===== src/rtl/lps_pkg.sv =====
`timescale 1ns / 1ps
`default_nettype none

package lps_pkg;

  // Result action codes
  typedef enum logic [1:0] {
    ACT_NONE      = 2'd0,
    ACT_POWER_ON  = 2'd1,
    ACT_POWER_OFF = 2'd2,
    ACT_SEND      = 2'd3
  } action_e;

  // Input item kinds
  localparam logic [1:0] FUNC_TICK   = 2'd0;
  localparam logic [1:0] FUNC_PACKET = 2'd1;
  localparam logic [1:0] FUNC_POST   = 2'd2;

  // Sequencer phases
  localparam logic [3:0] PH_IDLE       = 4'd0;
  localparam logic [3:0] PH_POWER_WAIT = 4'd1;
  localparam logic [3:0] PH_WIFI_ACK   = 4'd2;
  localparam logic [3:0] PH_WIFI_CONN  = 4'd3;
  localparam logic [3:0] PH_MQTT_ACK   = 4'd4;
  localparam logic [3:0] PH_MQTT_CONN  = 4'd5;
  localparam logic [3:0] PH_POST_ACK   = 4'd6;
  localparam logic [3:0] PH_POST_WAIT  = 4'd7;
  localparam logic [3:0] PH_SHUTDOWN   = 4'd8;

  // Event flag bit positions
  localparam int unsigned FL_POST      = 0;
  localparam int unsigned FL_WIFI_ACK  = 1;
  localparam int unsigned FL_WIFI_CONN = 2;
  localparam int unsigned FL_MQTT_ACK  = 3;
  localparam int unsigned FL_MQTT_CONN = 4;
  localparam int unsigned FL_POST_ACK  = 5;
  localparam int unsigned FL_WPOSTED   = 6;
  localparam int unsigned FL_POSTED    = 7;
  localparam int unsigned FL_COMPLETE  = 8;

  // Status packet argument bits
  localparam int unsigned ST_WIFI_CONN = 0;
  localparam int unsigned ST_MQTT_CONN = 1;
  localparam int unsigned ST_WPOSTED   = 2;

  // Poll timer reloads
  localparam logic [6:0] POLL_OK_RELOAD    = 7'd100;
  localparam logic [6:0] POLL_RETRY_RELOAD = 7'd10;

  // Register map (word index = paddr[4:2])
  localparam int unsigned APB_AW = 5;
  localparam logic [2:0] REG_ACK_CODE     = 3'd0;
  localparam logic [2:0] REG_STATUS_CODE  = 3'd1;
  localparam logic [2:0] REG_WIFI_CODE    = 3'd2;
  localparam logic [2:0] REG_MQTT_CODE    = 3'd3;
  localparam logic [2:0] REG_WEATHER_CODE = 3'd4;
  localparam logic [2:0] REG_POWER_WAIT   = 3'd5;
  localparam logic [2:0] REG_ACK_WAIT     = 3'd6;
  localparam logic [2:0] REG_CONN_WAIT    = 3'd7;

  // Stream widths
  localparam int unsigned IN_DATA_W  = 120;
  localparam int unsigned OUT_DATA_W = 112;

  // One queued item: its first result, plus an optional status poll beat
  typedef struct packed {
    action_e            action;
    logic [7:0]         code;
    logic signed [31:0] temperature;
    logic [31:0]        pressure;
    logic [31:0]        humidity;
    logic               post_acc;
    logic               two;
    logic [7:0]         poll_code;
    logic               posted;
    logic               complete;
  } lps_entry_t;

endpackage

`default_nettype wire


===== src/rtl/link_post_sequencer.sv =====
// An item's result is registered in the item queue before it is on the master side.
// Throughput: one item per cycle while items give one result and the master side is ready;
// a tick that gives a machine action and a status poll gives a machine action beat and a
// status poll beat. A two-entry item queue sets the figure: the slave side is ready while the queue has a free entry.
// Reset (rst_ni low, asynchronous): phase idle, timers and flags zero, registers to defaults.
`timescale 1ns / 1ps
`default_nettype none

module link_post_sequencer
  import lps_pkg::*;
(
  input  wire logic                  clk_i,
  input  wire logic                  rst_ni,
  // input stream
  input  wire logic                  s_axis_tvalid,
  output logic                       s_axis_tready,
  // usb_reserved, send_ok, poll_send_ok, packet_type[7:0], packet_arg[7:0],
  // pressure_in[31:0], temperature_in[31:0], humidity_in[31:0], zero fill
  input  wire logic [IN_DATA_W-1:0]  s_axis_tdata,
  // func[1:0]
  input  wire logic [1:0]            s_axis_tuser,
  // result stream
  output logic                       m_axis_tvalid,
  input  wire logic                  m_axis_tready,
  // command_code[7:0], payload_temperature[31:0], payload_pressure[31:0],
  // payload_humidity[31:0], post_accepted, posted_flag, complete_flag, zero fill
  output logic [OUT_DATA_W-1:0]      m_axis_tdata,
  // action[1:0]
  output logic [1:0]                 m_axis_tuser,
  output logic                       m_axis_tlast,
  // configuration
  input  wire logic                  psel,
  input  wire logic                  penable,
  input  wire logic                  pwrite,
  input  wire logic [APB_AW-1:0]     paddr,
  input  wire logic [31:0]           pwdata,
  output logic [31:0]                prdata,
  output logic                       pready
);

  // ---------------------------------------------------------------------------
  // Configuration registers
  logic [7:0]  ack_code_q, status_code_q, wifi_code_q, mqtt_code_q, weather_code_q;
  logic [15:0] power_wait_q, ack_wait_q, conn_wait_q;
  logic [2:0]  reg_idx;

  assign pready  = 1'b1;
  assign reg_idx = paddr[4:2];

  always_ff @(posedge clk_i or negedge rst_ni) begin
    if (!rst_ni) begin
      ack_code_q     <= 8'd0;
      status_code_q  <= 8'd1;
      wifi_code_q    <= 8'd2;
      mqtt_code_q    <= 8'd3;
      weather_code_q <= 8'd4;
      power_wait_q   <= 16'd500;
      ack_wait_q     <= 16'd100;
      conn_wait_q    <= 16'd5000;
    end else if (psel && penable && pwrite) begin
      unique case (reg_idx)
        REG_ACK_CODE:     ack_code_q     <= pwdata[7:0];
        REG_STATUS_CODE:  status_code_q  <= pwdata[7:0];
        REG_WIFI_CODE:    wifi_code_q    <= pwdata[7:0];
        REG_MQTT_CODE:    mqtt_code_q    <= pwdata[7:0];
        REG_WEATHER_CODE: weather_code_q <= pwdata[7:0];
        REG_POWER_WAIT:   power_wait_q   <= pwdata[15:0];
        REG_ACK_WAIT:     ack_wait_q     <= pwdata[15:0];
        REG_CONN_WAIT:    conn_wait_q    <= pwdata[15:0];
        default: ;
      endcase
    end
  end

  // Read mux
  always_comb begin
    unique case (reg_idx)
      REG_ACK_CODE:     prdata = {24'd0, ack_code_q};
      REG_STATUS_CODE:  prdata = {24'd0, status_code_q};
      REG_WIFI_CODE:    prdata = {24'd0, wifi_code_q};
      REG_MQTT_CODE:    prdata = {24'd0, mqtt_code_q};
      REG_WEATHER_CODE: prdata = {24'd0, weather_code_q};
      REG_POWER_WAIT:   prdata = {16'd0, power_wait_q};
      REG_ACK_WAIT:     prdata = {16'd0, ack_wait_q};
      REG_CONN_WAIT:    prdata = {16'd0, conn_wait_q};
      default:          prdata = 32'd0;
    endcase
  end

  // ---------------------------------------------------------------------------
  // Input fields
  logic               in_usb, in_sok, in_pok;
  logic [7:0]         in_type, in_arg;
  logic [31:0]        in_pres, in_hum;
  logic signed [31:0] in_temp;
  logic               push;

  assign in_usb  = s_axis_tdata[0];
  assign in_sok  = s_axis_tdata[1];
  assign in_pok  = s_axis_tdata[2];
  assign in_type = s_axis_tdata[10:3];
  assign in_arg  = s_axis_tdata[18:11];
  assign in_pres = s_axis_tdata[50:19];
  assign in_temp = s_axis_tdata[82:51];
  assign in_hum  = s_axis_tdata[114:83];
  assign push    = s_axis_tvalid && s_axis_tready;

  // ---------------------------------------------------------------------------
  // Sequencer state
  logic [3:0]         phase_q, phase_d;
  logic [15:0]        wait_q, wait_d, wait_dec;
  logic [6:0]         poll_q, poll_d, poll_dec;
  logic [8:0]         flags_q, flags_d;
  logic [31:0]        held_p_q, held_p_d, held_h_q, held_h_d;
  logic signed [31:0] held_t_q, held_t_d;
  logic               listen_q, listen_d;

  action_e            m_act;
  logic [7:0]         m_code;
  logic               m_pay;
  logic               poll_emit;
  logic               post_acc;

  assign wait_dec = (wait_q != 16'd0) ? (wait_q - 16'd1) : 16'd0;
  assign poll_dec = (poll_q != 7'd0) ? (poll_q - 7'd1) : 7'd0;

  always_comb begin
    phase_d   = phase_q;
    wait_d    = wait_q;
    poll_d    = poll_q;
    flags_d   = flags_q;
    held_p_d  = held_p_q;
    held_t_d  = held_t_q;
    held_h_d  = held_h_q;
    listen_d  = listen_q;
    m_act     = ACT_NONE;
    m_code    = 8'd0;
    m_pay     = 1'b0;
    poll_emit = 1'b0;
    post_acc  = 1'b0;

    if (push) begin
      case (s_axis_tuser)
        FUNC_TICK: begin
          if (in_usb) begin
            phase_d = PH_IDLE;
          end else begin
            wait_d = wait_dec;
            // phase machine
            unique case (phase_q)
              PH_IDLE: begin
                if (flags_q[FL_POST]) begin
                  listen_d = 1'b1;
                  m_act    = ACT_POWER_ON;
                  wait_d   = power_wait_q;
                  phase_d  = PH_POWER_WAIT;
                end
              end
              PH_POWER_WAIT: begin
                if (wait_dec == 16'd0 && in_sok) begin
                  m_act   = ACT_SEND;
                  m_code  = wifi_code_q;
                  wait_d  = ack_wait_q;
                  phase_d = PH_WIFI_ACK;
                end
              end
              PH_WIFI_ACK: begin
                if (flags_q[FL_WIFI_ACK]) begin
                  phase_d = PH_WIFI_CONN;
                  wait_d  = conn_wait_q;
                end else if (wait_dec == 16'd0) begin
                  phase_d = PH_POWER_WAIT;
                end
              end
              PH_WIFI_CONN: begin
                if (flags_q[FL_WIFI_CONN]) begin
                  if (in_sok) begin
                    m_act   = ACT_SEND;
                    m_code  = mqtt_code_q;
                    wait_d  = ack_wait_q;
                    phase_d = PH_MQTT_ACK;
                  end
                end else if (wait_dec == 16'd0) begin
                  phase_d = PH_SHUTDOWN;
                end
              end
              PH_MQTT_ACK: begin
                if (flags_q[FL_MQTT_ACK]) begin
                  phase_d = PH_MQTT_CONN;
                  wait_d  = conn_wait_q;
                end else if (wait_dec == 16'd0) begin
                  phase_d = PH_WIFI_CONN;
                end
              end
              PH_MQTT_CONN: begin
                if (flags_q[FL_MQTT_CONN]) begin
                  if (in_sok) begin
                    m_act   = ACT_SEND;
                    m_code  = weather_code_q;
                    m_pay   = 1'b1;
                    wait_d  = ack_wait_q;
                    phase_d = PH_POST_ACK;
                  end
                end else if (wait_dec == 16'd0) begin
                  phase_d = PH_SHUTDOWN;
                end
              end
              PH_POST_ACK: begin
                if (flags_q[FL_POST_ACK]) begin
                  phase_d = PH_POST_WAIT;
                  wait_d  = conn_wait_q;
                end else if (wait_dec == 16'd0) begin
                  phase_d = PH_MQTT_CONN;
                end
              end
              PH_POST_WAIT: begin
                if (flags_q[FL_WPOSTED]) begin
                  flags_d[FL_POSTED] = 1'b1;
                  phase_d            = PH_SHUTDOWN;
                end else if (wait_dec == 16'd0) begin
                  phase_d = PH_SHUTDOWN;
                end
              end
              PH_SHUTDOWN: begin
                m_act                = ACT_POWER_OFF;
                flags_d              = 9'd0;
                flags_d[FL_POSTED]   = flags_q[FL_POSTED];
                flags_d[FL_COMPLETE] = 1'b1;
                phase_d              = PH_IDLE;
              end
              default: ;  // unreachable phases hold
            endcase

            // status poll timer, counts down on every tick; reloads and polls only while the machine is busy
            poll_d = poll_dec;
            if (poll_dec == 7'd0 && phase_d != PH_IDLE) begin
              poll_d    = in_pok ? POLL_OK_RELOAD : POLL_RETRY_RELOAD;
              poll_emit = in_pok;
            end
          end
        end

        FUNC_PACKET: begin
          if (listen_q) begin
            if (in_type == ack_code_q) begin
              // first matching command wins
              if (in_arg == wifi_code_q) begin
                flags_d[FL_WIFI_ACK] = 1'b1;
              end else if (in_arg == mqtt_code_q) begin
                flags_d[FL_MQTT_ACK] = 1'b1;
              end else if (in_arg == weather_code_q) begin
                flags_d[FL_POST_ACK] = 1'b1;
              end
            end else if (in_type == status_code_q) begin
              flags_d[FL_WIFI_CONN] = in_arg[ST_WIFI_CONN];
              flags_d[FL_MQTT_CONN] = in_arg[ST_MQTT_CONN];
              flags_d[FL_WPOSTED]   = in_arg[ST_WPOSTED];
            end
          end
        end

        FUNC_POST: begin
          if (!flags_q[FL_POST]) begin
            held_p_d             = in_pres;
            held_t_d             = in_temp;
            held_h_d             = in_hum;
            flags_d[FL_POSTED]   = 1'b0;
            flags_d[FL_COMPLETE] = 1'b0;
            flags_d[FL_POST]     = 1'b1;
            post_acc             = 1'b1;
          end
        end

        default: ;
      endcase
    end
  end

  always_ff @(posedge clk_i or negedge rst_ni) begin
    if (!rst_ni) begin
      phase_q  <= PH_IDLE;
      wait_q   <= 16'd0;
      poll_q   <= 7'd0;
      flags_q  <= 9'd0;
      held_p_q <= 32'd0;
      held_t_q <= 32'sd0;
      held_h_q <= 32'd0;
      listen_q <= 1'b0;
    end else begin
      phase_q  <= phase_d;
      wait_q   <= wait_d;
      poll_q   <= poll_d;
      flags_q  <= flags_d;
      held_p_q <= held_p_d;
      held_t_q <= held_t_d;
      held_h_q <= held_h_d;
      listen_q <= listen_d;
    end
  end

  // ---------------------------------------------------------------------------
  // Build the queue entry for this item
  lps_entry_t ent_new;
  logic       has_m;

  assign has_m = (m_act != ACT_NONE);

  always_comb begin
    ent_new.action      = has_m ? m_act : (poll_emit ? ACT_SEND : ACT_NONE);
    ent_new.code        = has_m ? m_code : (poll_emit ? status_code_q : 8'd0);
    ent_new.temperature = m_pay ? held_t_q : 32'sd0;
    ent_new.pressure    = m_pay ? held_p_q : 32'd0;
    ent_new.humidity    = m_pay ? held_h_q : 32'd0;
    ent_new.post_acc    = post_acc;
    ent_new.two         = has_m && poll_emit;
    ent_new.poll_code   = status_code_q;
    ent_new.posted      = flags_d[FL_POSTED];
    ent_new.complete    = flags_d[FL_COMPLETE];
  end

  // ---------------------------------------------------------------------------
  // Two-entry item queue; the head entry gives one or two result beats
  lps_entry_t ent_q [2];
  logic       wr_ptr_q, rd_ptr_q, beat_q;
  logic [1:0] cnt_q;
  lps_entry_t head;
  logic       out_last, pop;

  assign s_axis_tready = !cnt_q[1];
  assign m_axis_tvalid = (cnt_q != 2'd0);
  assign head          = ent_q[rd_ptr_q];
  assign out_last      = !head.two || beat_q;
  assign pop           = m_axis_tvalid && m_axis_tready && out_last;

  always_ff @(posedge clk_i) begin
    if (push) begin
      ent_q[wr_ptr_q] <= ent_new;
    end
  end

  always_ff @(posedge clk_i or negedge rst_ni) begin
    if (!rst_ni) begin
      wr_ptr_q <= 1'b0;
      rd_ptr_q <= 1'b0;
      beat_q   <= 1'b0;
      cnt_q    <= 2'd0;
    end else begin
      if (push) begin
        wr_ptr_q <= !wr_ptr_q;
      end
      if (m_axis_tvalid && m_axis_tready) begin
        beat_q <= !out_last;
      end
      if (pop) begin
        rd_ptr_q <= !rd_ptr_q;
      end
      cnt_q <= cnt_q + {1'b0, push} - {1'b0, pop};
    end
  end

  // Result beat
  always_comb begin
    if (beat_q) begin
      m_axis_tuser = ACT_SEND;
      m_axis_tdata = {5'd0, head.complete, head.posted, 1'b0,
                      96'd0, head.poll_code};
    end else begin
      m_axis_tuser = head.action;
      m_axis_tdata = {5'd0, head.complete, head.posted, head.post_acc,
                      head.humidity, head.pressure, head.temperature, head.code};
    end
  end

  assign m_axis_tlast = out_last;

endmodule

`default_nettype wire


===== config.mk =====
export PLATFORM = sky130hd
export DESIGN_NAME = link_post_sequencer
export DESIGN_NICKNAME = d
export VERILOG_FILES = /design/src/rtl/lps_pkg.sv /design/src/rtl/link_post_sequencer.sv
export SDC_FILE = /design/constraint.sdc
export NUM_CORES = 1
export LEC_CHECK = 0
export BUFFER_PORTS_ARGS = -buffer_cell sky130_fd_sc_hd__buf_2
export CAP_MARGIN = 40
export CORE_UTILIZATION = 46
export CTS_BUF_LIST = sky130_fd_sc_hd__clkbuf_8 sky130_fd_sc_hd__clkbuf_16
export DETAILED_ROUTE_END_ITERATION = 16
export GPL_TIMING_DRIVEN = 0
export PLACE_DENSITY = 0.69
export SYNTH_ARGS = -nofsm -noshare
export SYNTH_HDL_FRONTEND = slang
export SYNTH_SLANG_ARGS = --single-unit

===== constraint.sdc =====
create_clock -name clk_i -period 8.74 [get_ports clk_i]
set_clock_uncertainty 0.2 [all_clocks]
set_input_delay 0.437 -clock clk_i [delete_from_list [all_inputs] [get_ports clk_i]]
set_output_delay 0.437 -clock clk_i [all_outputs]
set_load 0.01 [all_outputs]

After elaboration in Yosys (flattened, before gate mapping)
Memory sizes are Yosys's and may differ from the RTL's.
Index checks and enable logic that the tools add are counted.
Word-level totals
  bits of input ports: 166
  memories kept: 1
  logic and storage cells: 209
  ROM bits: 0
  output and inout port bits: 150
  latch bits: 0
  RAM bits: 236
  register bits: 226
Cells by class
  bitwise gates (word level): 2
  multiply operators: 0
  $add $sub $neg: 4
  div/mod/pow operators: 0
  multiplexer cells: 101
  order comparisons: 0
  shifts and indexed selects: 0
  equality and inequality tests: 33
  reduce and logical (&&, ||, !) cells: 43
Memory list
  ent_q: words 2, bits a word 118, rd ports 1, clocked after Yosys merged registers in 0, wr ports 1, line link_post_sequencer.sv:323  | lps_entry_t ent_q [2];
Operators with widths (count)
  $pmux 32 s8: 1
  $mux 16: 9
  $pmux 16 s7: 1
  $mux 105: 1
  $mux 32: 3
  $mux 8: 10
  $mux 4: 18
  $eq 8x8->1: 5
  $pmux 4 s9: 1
  $mux 1: 34
  $mux 7: 4
  $pmux 8 s3: 1
  $mux 2: 11
  $ne 2x2->1 const B: 10
  $mux 9: 2
  $reduce_and 2->1: 9
  $eq 4x3->1 const B: 4
  $logic_not 16->1: 1
  $reduce_bool 16->1: 1
  $sub 16x1->16 const B: 1
  $reduce_and 7->1: 2
  $eq 3x3->1 const B: 4
  $pmux 6 s2: 1
  $pmux 2 s5: 1
  other kinds (30): 48

Depth between registers and ports, before layout
  depth in word-level cells: 17
  mapped depth: 11
  mapped depth without buffers: 10

Worst setup path after synthesis
No wires, ideal clock.
  path kind: flip-flop to flip-flop
  start: register cnt_q[1]
  end: memory ent_q[0][0] (netlist name), enable pin
  required time: 7943 ps
  arrival: 5593 ps
  period minus slack after synthesis: 6390 ps
  setup time: 597 ps
  cell stages (with the launch flop): 4
  path buffers: 0
  setup slack: 2350 ps
  cells stage by stage: dfrtp_1 inv_1 nand2_1 nor2_1
Between the ends
  cells in the longest elaborated chain, start to end: 4
RTL lines
  start: declaration: line link_post_sequencer.sv:325  | logic [1:0] cnt_q;
  start signal: assignment: line link_post_sequencer.sv:357  | cnt_q <= cnt_q + {1'b0, push} - {1'b0, pop};
  $logic_not 1->1: line link_post_sequencer.sv:329  | assign s_axis_tready = !cnt_q[1];
  via s_axis_tready: line link_post_sequencer.sv:16  | output logic s_axis_tready,
  $logic_and 1x1->1: line link_post_sequencer.sv:106  | assign push = s_axis_tvalid && s_axis_tready;
  $mux 1: line link_post_sequencer.sv:336  | if (push) begin
  $mux 1 (implied by the code): line link_post_sequencer.sv:337  | ent_q[wr_ptr_q] <= ent_new;
  end: declaration: line link_post_sequencer.sv:323
The timed path passes the listed nets, and every way through them passes these cells.

==> run_results.csv <==
group,metric,value,unit
setup_path,worstPathRequired,8880,ps
power_and_ir_drop,power_frac_comb,33.8,%
setup_path,start_kind,"register",
placed_design,io_buffer_count,270,
die,initial_core_util,46.9,%
clock_tree,cts-root-buf,"clkbuf_16",
synth,syn-cell-area,21400,sq um
global_routing,use_met3,3.17,%
synth,syn_area_per_cell,13.0,sq um
die,fp.dieH,218,um
sta,worst_pin_slew,978,ps
global_routing,grt_use_met2,43.0,%
synth,yosys_warnings,0,
synth,synthXorXnorAreaFrac,2.17,%
synth,synth_simple_gate_area_share,10.4,%
worst_hold_path,holdPathEnd,"wifi_code_q[2]$_DFFE_PN0P_",
setup_path,r2r_end,"ent_q[0][115]$_DFFE_PP_",
synth,ys.flop_type,"edfxtp_1",
sta,worst_slack,4820,ps
worst_hold_path,worstHoldPathCells,3,
cells_and_area,drive_gt1_share,29.8,%
power_and_ir_drop,power.total,7.99,mW
clock_tree,cts_made_buffers,49,
placed_design,dpl_worst_slack,4860,ps
synth,yosys.area.top_type,"edfxtp_1",
worst_hold_path,worstHoldStart,"pwdata[2]",
detailed_routing,ant_nets,0,
global_routing,gr-total-overflow,0,
synth,syn_inst,1652,
synth,yosysMostFrequentCell,"edfxtp_1",
synth,synth_top_area_share,33.1,%
detailed_routing,drt-pass1-iter-count,5,
power_and_ir_drop,p_sw,2.74,mW
global_routing,grt_pass1_vias,15700,
power_and_ir_drop,clockPowerShare,26.1,%
job,max_cap_violations,0,
synth,synth_common_cells,"236 x edfxtp_1, 207 x dfrtp_1, 190 x mux2_2",
setup_path,path_max_fanout,10,
global_routing,antenna_found_initial,1,
setup_path,critPathKind,"reg2reg",
sta,rsz0062_at_grt,"no",
synth,synthArstFlopShare,48.9,%
global_routing,grt_max_degree,89,
power_and_ir_drop,p_int,5.25,mW
sta,setup_viol,0,
synth,synth-adder-area-share,0.292,%
cells_and_area,fillers,3713,
cells_and_area,area_growth,24.7,%
die,die_w,218,um
sta,hold_slack,28.9,ps
sta,timing.slew.headroom,34.3,%
clock_tree,clockBufferDepth,3,
synth,synth-seq-cells,462,
clock_tree,cts_setup_buffers,0,
detailed_routing,wire_per_inst,21.1,um
sta,tns,0,ps
sta,maxClockFrequency,255,MHz
sta,period_minus_slack,3920,ps
setup_path,r2r_slack,4820,ps
clock_tree,tritoncts,"built",
clock_tree,cts_resized,0,
placed_design,hpwlAfterDp,41300,um
detailed_routing,route.detailed.drc,0,
clock_tree,clk_pin_slew,60,ps
die,die_area,47400,sq um
sta,hold_viol,0,
power_and_ir_drop,power_density,299,nW/um^2
synth,synth.area.mux_share,16.5,%
cells_and_area,fin_area,26700,sq um
die,rows,78,
global_routing,grt_pass1_wl,89300,um
detailed_routing,drtIter0Drc,1260,
cells_and_area,final_util,58.5,%
placed_design,dp_cells,2559,
detailed_routing,viasPerCell,5.56,
synth,synth_top_family_by_area,"multiplexers",
synth,synth-edff-count,236,
global_routing,grt_busiest_layer,"met2",
detailed_routing,routed_wl,58400,um
sta,fin_crit_sh,44.9,%
setup_path,crit_path_end_kind,"register",
synth,synth_area_leaders,"edfxtp_1 33%, dfrtp_1 24%, mux2_2 10%",
power_and_ir_drop,p_sw_share,34.3,%
clock_tree,clock-sinks,462,
clock_tree,h-tree-depth,2,
die,coreArea,45700,sq um
detailed_routing,vias,15400,
clock_tree,clk_latency,590,ps
power_and_ir_drop,peakVddDrop,0.165,mV
synth,yosys.cell_types.count,77,
placed_design,placed_cell_area,23900,sq um
worst_hold_path,holdCritPathClass,"in2reg",
synth,synth_compound_area_share,7.67,%
die,ioPinCount,316,
sta,slew_violations,0,
setup_path,critPathArrivalTime,4070,ps
cells_and_area,nets,2296,
global_routing,grtUsageMet1,31.8,%
synth,yosysSeqAreaShare,59.6,%
power_and_ir_drop,p_leak,11.6,nW
setup_path,reg2reg_depth,10,
clock_tree,holdBufCountCts,115,
setup_path,timing.rr.start,"wait_q[0]$_DFFE_PN0P_",
power_and_ir_drop,pwr-share-seq,40.1,%
run_status,outcome,"finished clean",
placed_design,globalplace.congestion,0.923,
global_routing,grt_usage,24.6,%
cells_and_area,stdcell_count,2766,
## kinds of logic (layout without fill, tap and decap cells)
logic type                 Yosys count  count (layout)
DFF                                462             462
and+or+nand+nor                    433             433
muxes                              313             313
AOI/OAI and AO/OA                  224             224
buffers and inverters              160             652
xor gates and xnor gates            53              53
adders and majority gates            5               5
other                                2              24
## state kept, by name (all words and copies together) (netlist names), 9 cells and up
register / cells
ack_wait_q: 16
conn_wait_q: 16
ent_q: 236
flags_q: 9
held_h_q: 32
held_p_q: 32
held_t_q: 32
power_wait_q: 16
wait_q: 16
## metal layers
| layer | part of all wire, % | wire (um) | vias up |
|---|---|---|---|
| li1 | - | - | 7040 |
| met1 | 42 | 24600 | 7719 |
| met2 | 50 | 29300 | 514 |
| met3 | 5.3 | 3080 | 98 |
| met4 | 2.4 | 1430 | 0 |
| met5 | 0 | 0 | - |
## worst max-delay path by stage
stage | from | endpoint | slack, ps
after floorplan | cnt_q[1]$_DFF_PN0_ | ent_q[0][0]$_DFFE_PP_ | 2350
after global placement | s_axis_tvalid | ent_q[0][84]$_DFFE_PP_ | -620
after detailed placement | wait_q[0]$_DFFE_PN0P_ | ent_q[0][115]$_DFFE_PP_ | 4860
after CTS | wait_q[0]$_DFFE_PN0P_ | ent_q[0][115]$_DFFE_PP_ | 4840
after global routing | wait_q[0]$_DFFE_PN0P_ | ent_q[0][112]$_DFFE_PP_ | 4610
final | wait_q[0]$_DFFE_PN0P_ | ent_q[0][115]$_DFFE_PP_ | 4820
## cell usage in the layout (no fill, tap or decap), types with 18 or more instances in the layout
| cell type | instances |
|---|---|
| edfxtp_1 | 236 |
| nor2b_1 | 20 |
| and3_1 | 98 |
| buf_2 | 277 |
| dfstp_2 | 19 |
| a21oi_1 | 45 |
| dfrtp_1 | 207 |
| nor3_1 | 18 |
| nand3_1 | 20 |
| xor2_1 | 47 |
| clkbuf_16 | 49 |
| nand2_1 | 57 |
| dlygate4sd3_1 | 115 |
| buf_4 | 30 |
| mux2_2 | 190 |
| mux2i_1 | 109 |
| inv_1 | 46 |
| nor2_1 | 160 |
| conb_1 | 22 |
| clkbuf_1 | 78 |
| o21ai_0 | 31 |
## cell type report
type / instances / area, sq um / area share (%)
sequential: 462 / 12800 / 47.8
inverter: 34 / 128 / 0.478
antenna: 2 / 5.00 / 0.0187
buffer: 126 / 583 / 2.18
timing repair buffer: 402 / 2820 / 10.6
tap: 600 / 751 / 2.81
multi-input combinational: 1050 / 8030 / 30.1
clock buffer: 59 / 1360 / 5.11
clock inverter: 31 / 260 / 0.974
## worst max-delay path, stage by stage, from the launching register on
cell     delay, ps
dfrtp_1        420
inv_1          140
ha_1           340
nor4b_4        340
nand3_1        140
xor2_1         210
a31oi_2        430
o31ai_2        180
o31ai_4        520
nand4_4        280
o32ai_1        450
## power by group through the flow
stage / registers (mW) / clock network, mW / logic, mW
floorplan: 3.16 / 0 / 1.75
global placement: 3.27 / 0 / 2.55
detailed placement: 3.24 / 0 / 2.66
CTS: 3.20 / 2.12 / 2.71
global route: 3.27 / 2.20 / 2.93
finish: 3.21 / 2.08 / 2.70
(Power assumes the default switching activity.)
